`config.mk`:
```
export PLATFORM = sky130hd
export DESIGN_NAME = sql_bind_variable_tokenizer
export DESIGN_NICKNAME = d
export VERILOG_FILES = /design/src/rtl/sbvt_pkg.sv /design/src/rtl/sbvt_scan.sv /design/src/rtl/sbvt_drain.sv /design/src/rtl/sql_bind_variable_tokenizer.sv
export SDC_FILE = /design/constraint.sdc
export NUM_CORES = 1
export LEC_CHECK = 0
export ABC_AREA = 1
export CORE_MARGIN = 5
export CORE_UTILIZATION = 50
export DETAILED_ROUTE_END_ITERATION = 10
export DONT_BUFFER_PORTS = 1
export PLACE_DENSITY = 0.66
export REMOVE_ABC_BUFFERS = 1
export SLEW_MARGIN = 20
export SYNTH_ARGS = -nofsm -noshare
export SYNTH_HDL_FRONTEND = slang
export SYNTH_SLANG_ARGS = --single-unit
```
`constraint.sdc`:
```
create_clock -name clk -period 6.9 [get_ports clk]
set_clock_uncertainty 0.15 [all_clocks]
set_input_delay 1.035 -clock clk [delete_from_list [all_inputs] [get_ports clk]]
set_output_delay 1.035 -clock clk [all_outputs]
set_load 0.005 [all_outputs]
```
`src/rtl/sbvt_pkg.sv`:
```
// ----------------------------------------------------------------------------
// sbvt_pkg
// Shared types, character codes and helpers for the SQL bind-variable
// tokenizer.
// ----------------------------------------------------------------------------
package sbvt_pkg;

  // Upper bound on words that one text byte can cause
  localparam int MaxResults = 5;
  localparam int CountW     = $clog2(MaxResults + 1);

  // Character codes
  localparam logic [7:0] ColonChar  = 8'h3A;
  localparam logic [7:0] QuoteChar  = 8'h27;
  localparam logic [7:0] EqualChar  = 8'h3D;
  localparam logic [7:0] UnderChar  = 8'h5F;
  localparam logic [7:0] DollarChar = 8'h24;
  localparam logic [7:0] HashChar   = 8'h23;

  typedef enum logic [1:0] {
    MODE_BASE  = 2'd0,
    MODE_QUOTE = 2'd1,
    MODE_NAME  = 2'd2
  } mode_t;

  typedef enum logic [2:0] {
    KIND_FRAG_BYTE   = 3'd0,
    KIND_FRAG_END    = 3'd1,
    KIND_NAME_BYTE   = 3'd2,
    KIND_NAME_END    = 3'd3,
    KIND_NAME_CANCEL = 3'd4
  } kind_t;

  // One output word
  typedef struct packed {
    kind_t      kind;
    logic [7:0] data;
    logic       last;
  } token_t;

  // All words caused by one text byte
  typedef struct packed {
    token_t [MaxResults-1:0] ent;
    logic   [CountW-1:0]     cnt;
  } token_list_t;

  // ASCII letters, digits, '_', '$' and '#'
  function automatic logic is_name_byte(input logic [7:0] c);
    is_name_byte = (c >= 8'h30 && c <= 8'h39) || (c >= 8'h41 && c <= 8'h5A) ||
                   (c >= 8'h61 && c <= 8'h7A) || c == UnderChar ||
                   c == DollarChar || c == HashChar;
  endfunction

endpackage

```
`src/rtl/sbvt_scan.sv`:
```
// ----------------------------------------------------------------------------
// sbvt_scan
// Scanner state and the per-byte decision: turns one text byte into the
// list of words it causes and advances the scan state on accept.
// ----------------------------------------------------------------------------
module sbvt_scan (
  input  logic                clk,
  input  logic                rst,
  input  logic                accept,
  input  logic [7:0]          text_byte,
  input  logic                is_final,
  output sbvt_pkg::token_list_t list
);
  import sbvt_pkg::*;

  mode_t      scan_mode, scan_mode_next;
  logic       colon_pending, colon_pending_next;
  logic [7:0] previous_byte, previous_byte_next;
  logic       quote_nonempty, quote_nonempty_next;

  // Decide the words and next state for the byte on the port
  always_comb begin
    token_list_t l;
    logic        base_go;
    logic        name_go;
    l         = '0;
    base_go   = 1'b0;
    name_go   = 1'b0;
    scan_mode_next      = scan_mode;
    colon_pending_next  = 1'b0;
    quote_nonempty_next = quote_nonempty;

    if (colon_pending) begin
      if (text_byte == ColonChar) begin
        l.ent[l.cnt] = '{KIND_FRAG_BYTE, ColonChar, 1'b0};
        l.cnt        = l.cnt + 1'b1;
        base_go      = 1'b1;
      end else begin
        l.ent[l.cnt]   = '{KIND_FRAG_END, 8'h00, 1'b0};
        l.cnt          = l.cnt + 1'b1;
        scan_mode_next = MODE_NAME;
        name_go        = 1'b1;
      end
    end else if (scan_mode == MODE_QUOTE) begin
      if (text_byte == QuoteChar && (previous_byte != QuoteChar || !quote_nonempty)) begin
        scan_mode_next = MODE_BASE;
      end
      quote_nonempty_next = 1'b1;
      l.ent[l.cnt] = '{KIND_FRAG_BYTE, text_byte, 1'b0};
      l.cnt        = l.cnt + 1'b1;
    end else if (scan_mode == MODE_NAME) begin
      name_go = 1'b1;
    end else begin
      base_go = 1'b1;
    end

    // Name handling; a byte that ends the name falls through to base text
    if (name_go) begin
      if (text_byte == EqualChar) begin
        l.ent[l.cnt]   = '{KIND_NAME_CANCEL, 8'h00, 1'b0};
        l.cnt          = l.cnt + 1'b1;
        scan_mode_next = MODE_BASE;
      end else if (is_name_byte(text_byte)) begin
        l.ent[l.cnt] = '{KIND_NAME_BYTE, text_byte, 1'b0};
        l.cnt        = l.cnt + 1'b1;
      end else begin
        l.ent[l.cnt]   = '{KIND_NAME_END, 8'h00, 1'b0};
        l.cnt          = l.cnt + 1'b1;
        scan_mode_next = MODE_BASE;
        base_go        = 1'b1;
      end
    end

    // Base text handling
    if (base_go) begin
      if (text_byte == QuoteChar) begin
        scan_mode_next      = MODE_QUOTE;
        quote_nonempty_next = 1'b0;
        l.ent[l.cnt] = '{KIND_FRAG_BYTE, text_byte, 1'b0};
        l.cnt        = l.cnt + 1'b1;
      end else if (text_byte == ColonChar && previous_byte != ColonChar) begin
        colon_pending_next = 1'b1;
      end else begin
        l.ent[l.cnt] = '{KIND_FRAG_BYTE, text_byte, 1'b0};
        l.cnt        = l.cnt + 1'b1;
      end
    end

    previous_byte_next = text_byte;

    // Close the statement on its last byte and return to reset state
    if (is_final) begin
      if (colon_pending_next) begin
        l.ent[l.cnt] = '{KIND_FRAG_END, 8'h00, 1'b0};
        l.cnt        = l.cnt + 1'b1;
        l.ent[l.cnt] = '{KIND_NAME_END, 8'h00, 1'b0};
        l.cnt        = l.cnt + 1'b1;
      end else if (scan_mode_next == MODE_NAME) begin
        l.ent[l.cnt] = '{KIND_NAME_END, 8'h00, 1'b0};
        l.cnt        = l.cnt + 1'b1;
      end else begin
        l.ent[l.cnt] = '{KIND_FRAG_END, 8'h00, 1'b0};
        l.cnt        = l.cnt + 1'b1;
      end
      scan_mode_next      = MODE_BASE;
      colon_pending_next  = 1'b0;
      previous_byte_next  = 8'h00;
      quote_nonempty_next = 1'b0;
    end

    // Mark the closing word of this byte
    if (l.cnt != '0) begin
      l.ent[l.cnt - 1'b1].last = 1'b1;
    end
    list = l;
  end

  // Advance state on each accepted byte
  always_ff @(posedge clk) begin
    if (rst) begin
      scan_mode      <= MODE_BASE;
      colon_pending  <= 1'b0;
      previous_byte  <= 8'h00;
      quote_nonempty <= 1'b0;
    end else if (accept) begin
      scan_mode      <= scan_mode_next;
      colon_pending  <= colon_pending_next;
      previous_byte  <= previous_byte_next;
      quote_nonempty <= quote_nonempty_next;
    end
  end

  // A held colon only exists in base text
  a_pend_base: assert property (@(posedge clk) disable iff (rst)
    colon_pending |-> scan_mode == MODE_BASE)
    else $error("colon held outside base text");

  // The last byte of a statement leaves the scanner in reset state
  a_final_reset: assert property (@(posedge clk) disable iff (rst)
    (accept && is_final) |=> (scan_mode == MODE_BASE && !colon_pending &&
                              previous_byte == 8'h00 && !quote_nonempty))
    else $error("scanner not cleared after last byte");

endmodule

```
`src/rtl/sbvt_drain.sv`:
```
// ----------------------------------------------------------------------------
// sbvt_drain
// Result register: holds the words of one text byte and hands them out one
// per cycle on the token channel while token_stall is low.
// ----------------------------------------------------------------------------
module sbvt_drain (
  input  logic                  clk,
  input  logic                  rst,
  input  logic                  load,
  input  sbvt_pkg::token_list_t list,
  output logic                  ready,
  output logic                  token_valid,
  input  logic                  token_stall,
  output sbvt_pkg::token_t      token
);
  import sbvt_pkg::*;

  token_t [MaxResults-1:0] ent;
  logic   [CountW-1:0]     cnt;
  logic   [CountW-1:0]     idx;
  logic                    busy;
  logic                    take;
  logic                    done_now;

  assign busy        = (idx != cnt);
  assign take        = busy && !token_stall;
  assign done_now    = take && ((idx + 1'b1) == cnt);
  assign ready       = !busy || done_now;
  assign token_valid = busy;
  assign token       = ent[idx];

  // Hold the word list payload
  always_ff @(posedge clk) begin
    if (load) begin
      ent <= list.ent;
    end
  end

  // Advance the read index; a new load replaces a finished list
  always_ff @(posedge clk) begin
    if (rst) begin
      cnt <= '0;
      idx <= '0;
    end else if (load) begin
      cnt <= list.cnt;
      idx <= '0;
    end else if (take) begin
      idx <= idx + 1'b1;
    end
  end

  // Read index never runs past the list
  a_idx_range: assert property (@(posedge clk) disable iff (rst)
    idx <= cnt && cnt <= CountW'(MaxResults))
    else $error("read index beyond word list");

  // A stalled word is not dropped
  a_stall_hold: assert property (@(posedge clk) disable iff (rst)
    (busy && token_stall) |=> (busy && $stable(idx)))
    else $error("stalled word lost");

  // Only the last word of a list carries the closing mark
  a_last_mark: assert property (@(posedge clk) disable iff (rst)
    busy |-> (token.last == ((idx + 1'b1) == cnt)))
    else $error("closing mark misplaced");

endmodule

```
`src/rtl/sql_bind_variable_tokenizer.sv`:
```
// ----------------------------------------------------------------------------
// sql_bind_variable_tokenizer
// Splits SQL text into fragment bytes and bind-variable names, one text
// byte per word in, tagged words out.
// ----------------------------------------------------------------------------
// Output: the first word of a text byte is valid in the cycle after it is taken.
// Throughput: one text byte per cycle while each gives one word and no stall;
//   a byte that gives several words holds the result register until its last
//   word is taken at the single output port. A held colon gives no word.
// Reset: rst clears the scan state to base text and empties the result
//   register; the block is ready for text as soon as reset is released.
// ----------------------------------------------------------------------------
module sql_bind_variable_tokenizer (
  input  logic       clk,
  input  logic       rst,
  input  logic       text_valid,
  output logic       text_stall,
  input  logic [7:0] text_byte,
  input  logic       is_final,
  output logic       token_valid,
  input  logic       token_stall,
  output logic [2:0] token_kind,
  output logic [7:0] out_byte,
  output logic       run_last
);
  import sbvt_pkg::*;

  token_list_t list;
  token_t      token;
  logic        ready;
  logic        accept;

  assign text_stall = !ready;
  assign accept     = text_valid && ready;

  // Per-byte decision and scan state
  sbvt_scan u_scan (
    .clk       (clk),
    .rst       (rst),
    .accept    (accept),
    .text_byte (text_byte),
    .is_final  (is_final),
    .list      (list)
  );

  // Result register and word sequencing
  sbvt_drain u_drain (
    .clk         (clk),
    .rst         (rst),
    .load        (accept),
    .list        (list),
    .ready       (ready),
    .token_valid (token_valid),
    .token_stall (token_stall),
    .token       (token)
  );

  assign token_kind = token.kind;
  assign out_byte   = token.data;
  assign run_last   = token.last;

endmodule
```
; ---- Word level (Yosys, flattened, before mapping)
; Cells that the tools add are included.
[totals]
in_bits = 13
ff_bits = 78
output_inout_bits = 14
wordCells = 157
[op_classes]
n_addsub = 6
bitwise = 15
n_reduce_logical = 26
eq_ne = 13
muxes = 59
magnitude_cmp = 17
[ops]
columns = cell, count
row1 = $mux 63, 9
row2 = $bwmux 60, 3
row3 = $demux 12 s3, 5
row4 = $not 50->50, 3
row5 = $not 55->55, 2
row6 = $and 50x50->50, 2
row7 = $mux 12, 6
row8 = $mux 60, 1
row9 = $and 11x55->55, 1
row10 = $and 55x55->55, 1
row11 = $and 10x50->50, 1
row12 = $eq 8x6->1 const B, 5
row13 = $bmux 12 s3, 1
row14 = $lt 3x4->1 const B, 6
row15 = $mux 1, 21
row16 = $mux 2, 10
row17 = $or 10x10->10, 2
row18 = $ge 8x7->1 const B, 2
row19 = $le 8x7->1 const B, 2
row20 = $ne 8x6->1 const B, 2
row21 = $add 3x1->3 const B, 5
row22 = $ge 3x1->1 const B, 5
row23 = $mux 15, 1
row24 = $logic_and 1x1->1, 13
row25 = 17 further kinds, 27

; ---- Depth between registers and ports, before layout
[depth]
ltp_word = 36
depth_mapped = 23
ltp_nobuf = 23

; ---- Cells and area by module
; Synthesis repeated with hierarchy kept, for this count alone.
[unflattened]
cells_unflattened = 575
hier_area_um2 = 4591.9
[modules_own_cells]
columns = mod, seq_area_each_um2, area_per_inst_um2, n_inst, cells_each
row1 = sbvt_drain, 1921.8, 2721.4, 1, 232
row2 = sbvt_scan, 240.2, 1859.3, 1, 340
row3 = sql_bind_variable_tokenizer, 0.0, 11.3, 1, 3

; ---- Worst setup path after synthesis
; OpenSTA, ideal clock, no wires.
[synth_path]
path_type = input to register
start = input text_byte[3]
end = register u_drain.ent[24] in the netlist's numbering, data pin
required_time_ns = 6.498
path_buffers = 1
path_slack_ns = 2.826
t_arrival_ns = 3.671
cell_stages = 19
setup_ns = 0.252
path_cell_list = buf_2 > nand2_1 > nor2_2 > nand3_2 > nand2_4 > inv_1 > ha_1 > inv_1 > nand2_1 > nand2_2 > inv_2 > ha_1 > inv_1 > o21ai_0 > o22ai_1 > ha_1 > inv_1 > nand3_1 > nor2_1
[synth_via]
elab_chain_len = 22
elab_cells_between_ends = 85
cone_classes = add/sub: 4 / order compare: 14 / eq/ne: 7 / mux: 39 / bitwise: 6 / reduce/logical: 15
[synth_rtl]
columns = element, line
row1 = from (decl), sql_bind_variable_tokenizer.sv:18  ; input logic [7:0] text_byte,
row2 = "$ge 8x6->1, or another cell as far along", sbvt_pkg.sv:49  ; is_name_byte = (c >= 8'h30 && c <= 8'h39) || (c >= 8'h41 && c <= 8'h5A) ||
row3 = $logic_and 1x1->1, sbvt_pkg.sv:49
row4 = $logic_or 1x1->1 (2 in a row), sbvt_pkg.sv:49
row5 = $logic_or 1x1->1 (2 in a row), sbvt_pkg.sv:50  ; (c >= 8'h61 && c <= 8'h7A) || c == UnderChar ||
row6 = $logic_or 1x1->1, sbvt_pkg.sv:51  ; c == DollarChar || c == HashChar;
row7 = $mux 1, sbvt_scan.sv:63  ; end else if (is_name_byte(text_byte)) begin
row8 = $mux 1, sbvt_scan.sv:59  ; if (text_byte == EqualChar) begin
row9 = $mux 1, sbvt_scan.sv:58  ; if (name_go) begin
row10 = [... 4 more ...], n/a
row11 = $mux 63 (*), sbvt_scan.sv:92  ; if (is_final) begin
row12 = "$sub 3x1->3, or another cell as far along", sbvt_scan.sv:113  ; l.ent[l.cnt - 1'b1].last = 1'b1;
row13 = "$lt 3x4->1 (not written as such), or another cell as far along", sbvt_scan.sv:113
row14 = "$logic_and 1x1->1 (not written as such), or another cell as far along", sbvt_scan.sv:113
row15 = $mux 1 (not written as such) or $mux 63 (tied branches), "sbvt_scan.sv:113, sbvt_scan.sv:93"
row16 = $demux 12 s3 or $mux 63 (tied branches), n/a
row17 = $bwmux 60, sbvt_scan.sv:113
row18 = $mux 60 (*), sbvt_scan.sv:112  ; if (l.cnt != '0) begin
row19 = to (signal assigned), sbvt_drain.sv:35  ; ent <= list.ent;
row20 = to (decl), sbvt_drain.sv:18  ; token_t [MaxResults-1:0] ent;
; Every way passes the cells marked *; elsewhere a longest branch is shown, timed or not.
; A chain may end at the register's enable or synchronous reset.

; ---- Worst setup path after layout
[layout_path]
start = input text_byte[6]
end = register u_drain.ent[36] in the netlist's numbering, data pin
; The elaborated chain is that of the path after synthesis.

==> summary.txt <==
CTS
  • CTS HTree Levels: 3
  • CTS max path bufs: 2
  • Clock sinks: 67
  • Clk_lat worst skew: 0.35 ns
  • Cts hold-fix bufs: 0
  • TritonCTS clock tree: built
  • Post-CTS sizing: 0
  • TritonCTS Buffers: 9
  • Clock slew at reported path FFs: 0.07 ns
  • Post-CTS setup buffers: 0
  • Root Buffer: clkbuf_8

Power and ir drop
  • Worst VDD drop: approximately 0.000094 V
  • Switch share: between 20% and 30%
  • Clock share of power: 34.1%
  • PD cells: 220 nW/µm²
  • Combinational power share: 13.2%
  • Net Switching: 258 µW
  • Lkg Pwr: 1.69 nW
  • Sequential share of power: 52.7%
  • Internal cell power: 685 µW

STA
  • Setup violations, final: 0
  • Final period utilization: roughly three fifths
  • Max Freq: 246 MHz
  • Actual slew at the worst max-slew pin: 1.05 ns
  • Final min period: 4.07 ns
  • RSZ-0062 raised after global routing: false
  • Slew Limit Fails: 0
  • Total negative slack: 0 ns
  • Slew headroom: 29.8%
  • Final Hold Slack: 0.348 ns
  • Hold Fails Final Rpt: 0

Final layout
  • Layout cells sized above 1: 15.2%
  • Layout Nets: 512
  • Number of diodes: 0
  • Area growth, synth to finish: 6.16%

Floorplan
  • Chip Height: between 90 and 100 µm
  • Die Width: ~100 µm
  • Core area: between 7000 and 8000 µm²
  • Ports: 27
  • Die area: 9980 µm²
  • Initial Utilization: 51.8%
  • Rows: 32

Drt
  • Via count: between 3000 and 4000
  • Final WL: 9.50 mm
  • First DRT Iteration DRCs: ~210
  • DR vias/cell: 5.61
  • DRT Pass-1 Iters: 5
  • Antenna Nets Post-Route: 0
  • Routed len/inst: 15.9 µm
  • Residual DRC: 0

Logic synthesis
  • Mapped Cells: between 400 and 500
  • Netlist Area Pre-Place: 4040 µm²
  • Synth Area per Inst: 8.20 µm²
  • Yosys cell types: 39
  • Post-synthesis sequential area ratio: a little under half
  • Synthesis Warnings: 0
  • Synthesized flop and latch total: 67

Place
  • HPWL after DPL: around 6.9 mm
  • Port buffer count: 0
  • GP Congestion: 0.902

Setup path
  • CP required: 6.87 ns
  • CP arrival: 4.04 ns
  • Setup CP Type: primary input to register
  • Critical Path End Type: register
  • R2r worst-path depth: 18
  • Startpoint types: primary input
  • CP max FO: 7

Min path
  • Hold path depth: 2
  • Worst hold path class: register to register

Run
  • Max-cap violations: 0

GRT
  • Number of antenna violations at the first check in global routing: 0
  • First-pass GRT wire length: about 16 mm
  • GRT overflow: 0
  • Global-route usage over all layers: a little over 20%
  • Largest net degree at the start of global routing: 50
  • Vias in the first global route: around 3200

Outcome
  • Outcome: finished, final reports clean
## path summary, 6_finish.rpt
check	startpoint	end	slack, ns
setup reg to reg	u_scan.scan_mode[0]	u_drain.ent[36]	3.11
hold / removal	u_scan.previous_byte[6]	u_scan.previous_byte[6]	0.35
setup / recovery	text_byte[6]	u_drain.ent[36]	2.83
hold reg to reg	u_scan.previous_byte[6]	u_scan.previous_byte[6]	0.35
## power groups by stage
stage               clock (mW)  sequential [mW]  combinational [mW]
floorplan                    0            0.502              0.0950
global placement             0            0.506               0.122
detailed placement           0            0.506               0.124
CTS                      0.325            0.497               0.125
global route             0.344            0.501               0.142
finish                   0.322            0.497               0.124
## sequential cells by signal (all words and copies together), names as in the netlist
register / count
u_scan.scan_mode: 2
u_drain.ent: 49
u_scan.previous_byte: 8
u_scan.colon_pending: 1
u_drain.idx: 3
u_drain.cnt: 3
u_scan.quote_nonempty: 1
## metrics by stage
stage | area, µm² | instances | total power, mW | setup WS [ns] | utilization, %
final | 4290 | 597 | 0.943 | 2.83 | 55.0
after global routing | 4290 | 597 | 0.987 | 2.55 | 55.0
after CTS | 4290 | 597 | 0.948 | 2.86 | 55.0
after detailed placement | 4100 | 581 | 0.630 | 2.51 | 52.5
after global placement | 4100 | 581 | 0.628 | 2.62 | 52.5
after floorplan | 3960 | 478 | 0.597 | 2.88 | -
## metal layers
layer	global-route usage, %	wire [µm]	up-vias
li1	-	-	1680
met1	27.6	4320	1545
met2	33.0	4420	107
met3	5.42	580	16
met4	6.20	174	0
met5	0	0	-
## synth_stat cells, drive strengths merged
master / n / share of area, %
nor4: 12 / 1.9
o22ai: 11 / 1.7
a21oi: 32 / 4.5
o21ai: 39 / 5.0
a21boi: 1 / 0.19
nor3b: 2 / 0.37
nand3b: 1 / 0.19
nor3: 19 / 2.8
buf: 7 / 1.2
inv: 60 / 5.6
a221o: 3 / 0.74
o21a: 2 / 0.37
dfxtp: 18 / 8.9
clkbuf: 8 / 0.74
or3b: 1 / 0.22
edfxtp: 49 / 36
nand2: 97 / 11
a31oi: 1 / 0.15
or2: 3 / 0.46
nor2: 75 / 7.8
ha: 9 / 2.8
nand3: 35 / 5.5
xnor2: 2 / 0.43
nand4: 6 / 1.3
## critical path, cell delays in order
cell and delay (ns):
inv_1 0.15, nand2_2 0.12, nor2_4 0.13, nand3_2 0.12, nand2_4 0.12, inv_1 0.10
ha_1 0.37, inv_1 0.26, nand2_1 0.11, nand2_2 0.10, inv_2 0.06, ha_1 0.35
inv_1 0.11, o21ai_0 0.09, o22ai_1 0.30, ha_1 0.26, nand3_1 0.10, nand3_1 0.11
nor2_1 0.05
## logic make-up after synthesis
kind of cell / count (synthesis) / share of synthesized area [%]
flops: 67 / 45.3
buf+inv: 75 / 7.52
fa+ha+maj: 9 / 2.79
simple gates: 251 / 31.2
xor+xnor: 2 / 0.434
compound gates: 89 / 12.7
## placed cells by master, fill, tap and decap left out, types with 2 or more instances in the layout
cell,count
a21oi_1,30
a21oi_4,2
a221o_1,3
clkbuf_8,9
clkinv_2,2
dfxtp_1,18
edfxtp_1,49
ha_1,9
inv_1,44
inv_2,15
nand2_1,78
nand2_2,14
nand2_4,5
nand3_1,27
nand3_2,7
nand4_1,5
nor2_1,68
nor2_2,4
nor2_4,3
nor3_1,17
nor3b_1,2
nor4_1,12
o21a_1,2
o21ai_0,33
o21ai_1,4
o21ai_2,2
o22ai_1,11
or2_2,3
xnor2_1,2
## layout make-up
| type | instances | area, µm² |
|---|---|---|
| well taps | 102 | 128 |
| clock inverters | 6 | 65.1 |
| repair buffers | 1 | 7.51 |
| inverters | 60 | 225 |
| fillers | 724 | 3520 |
| multi-input cells | 351 | 1910 |
| flip-flops and latches | 67 | 1830 |
| clock buffers | 10 | 128 |
(Power assumes the default switching activity.)
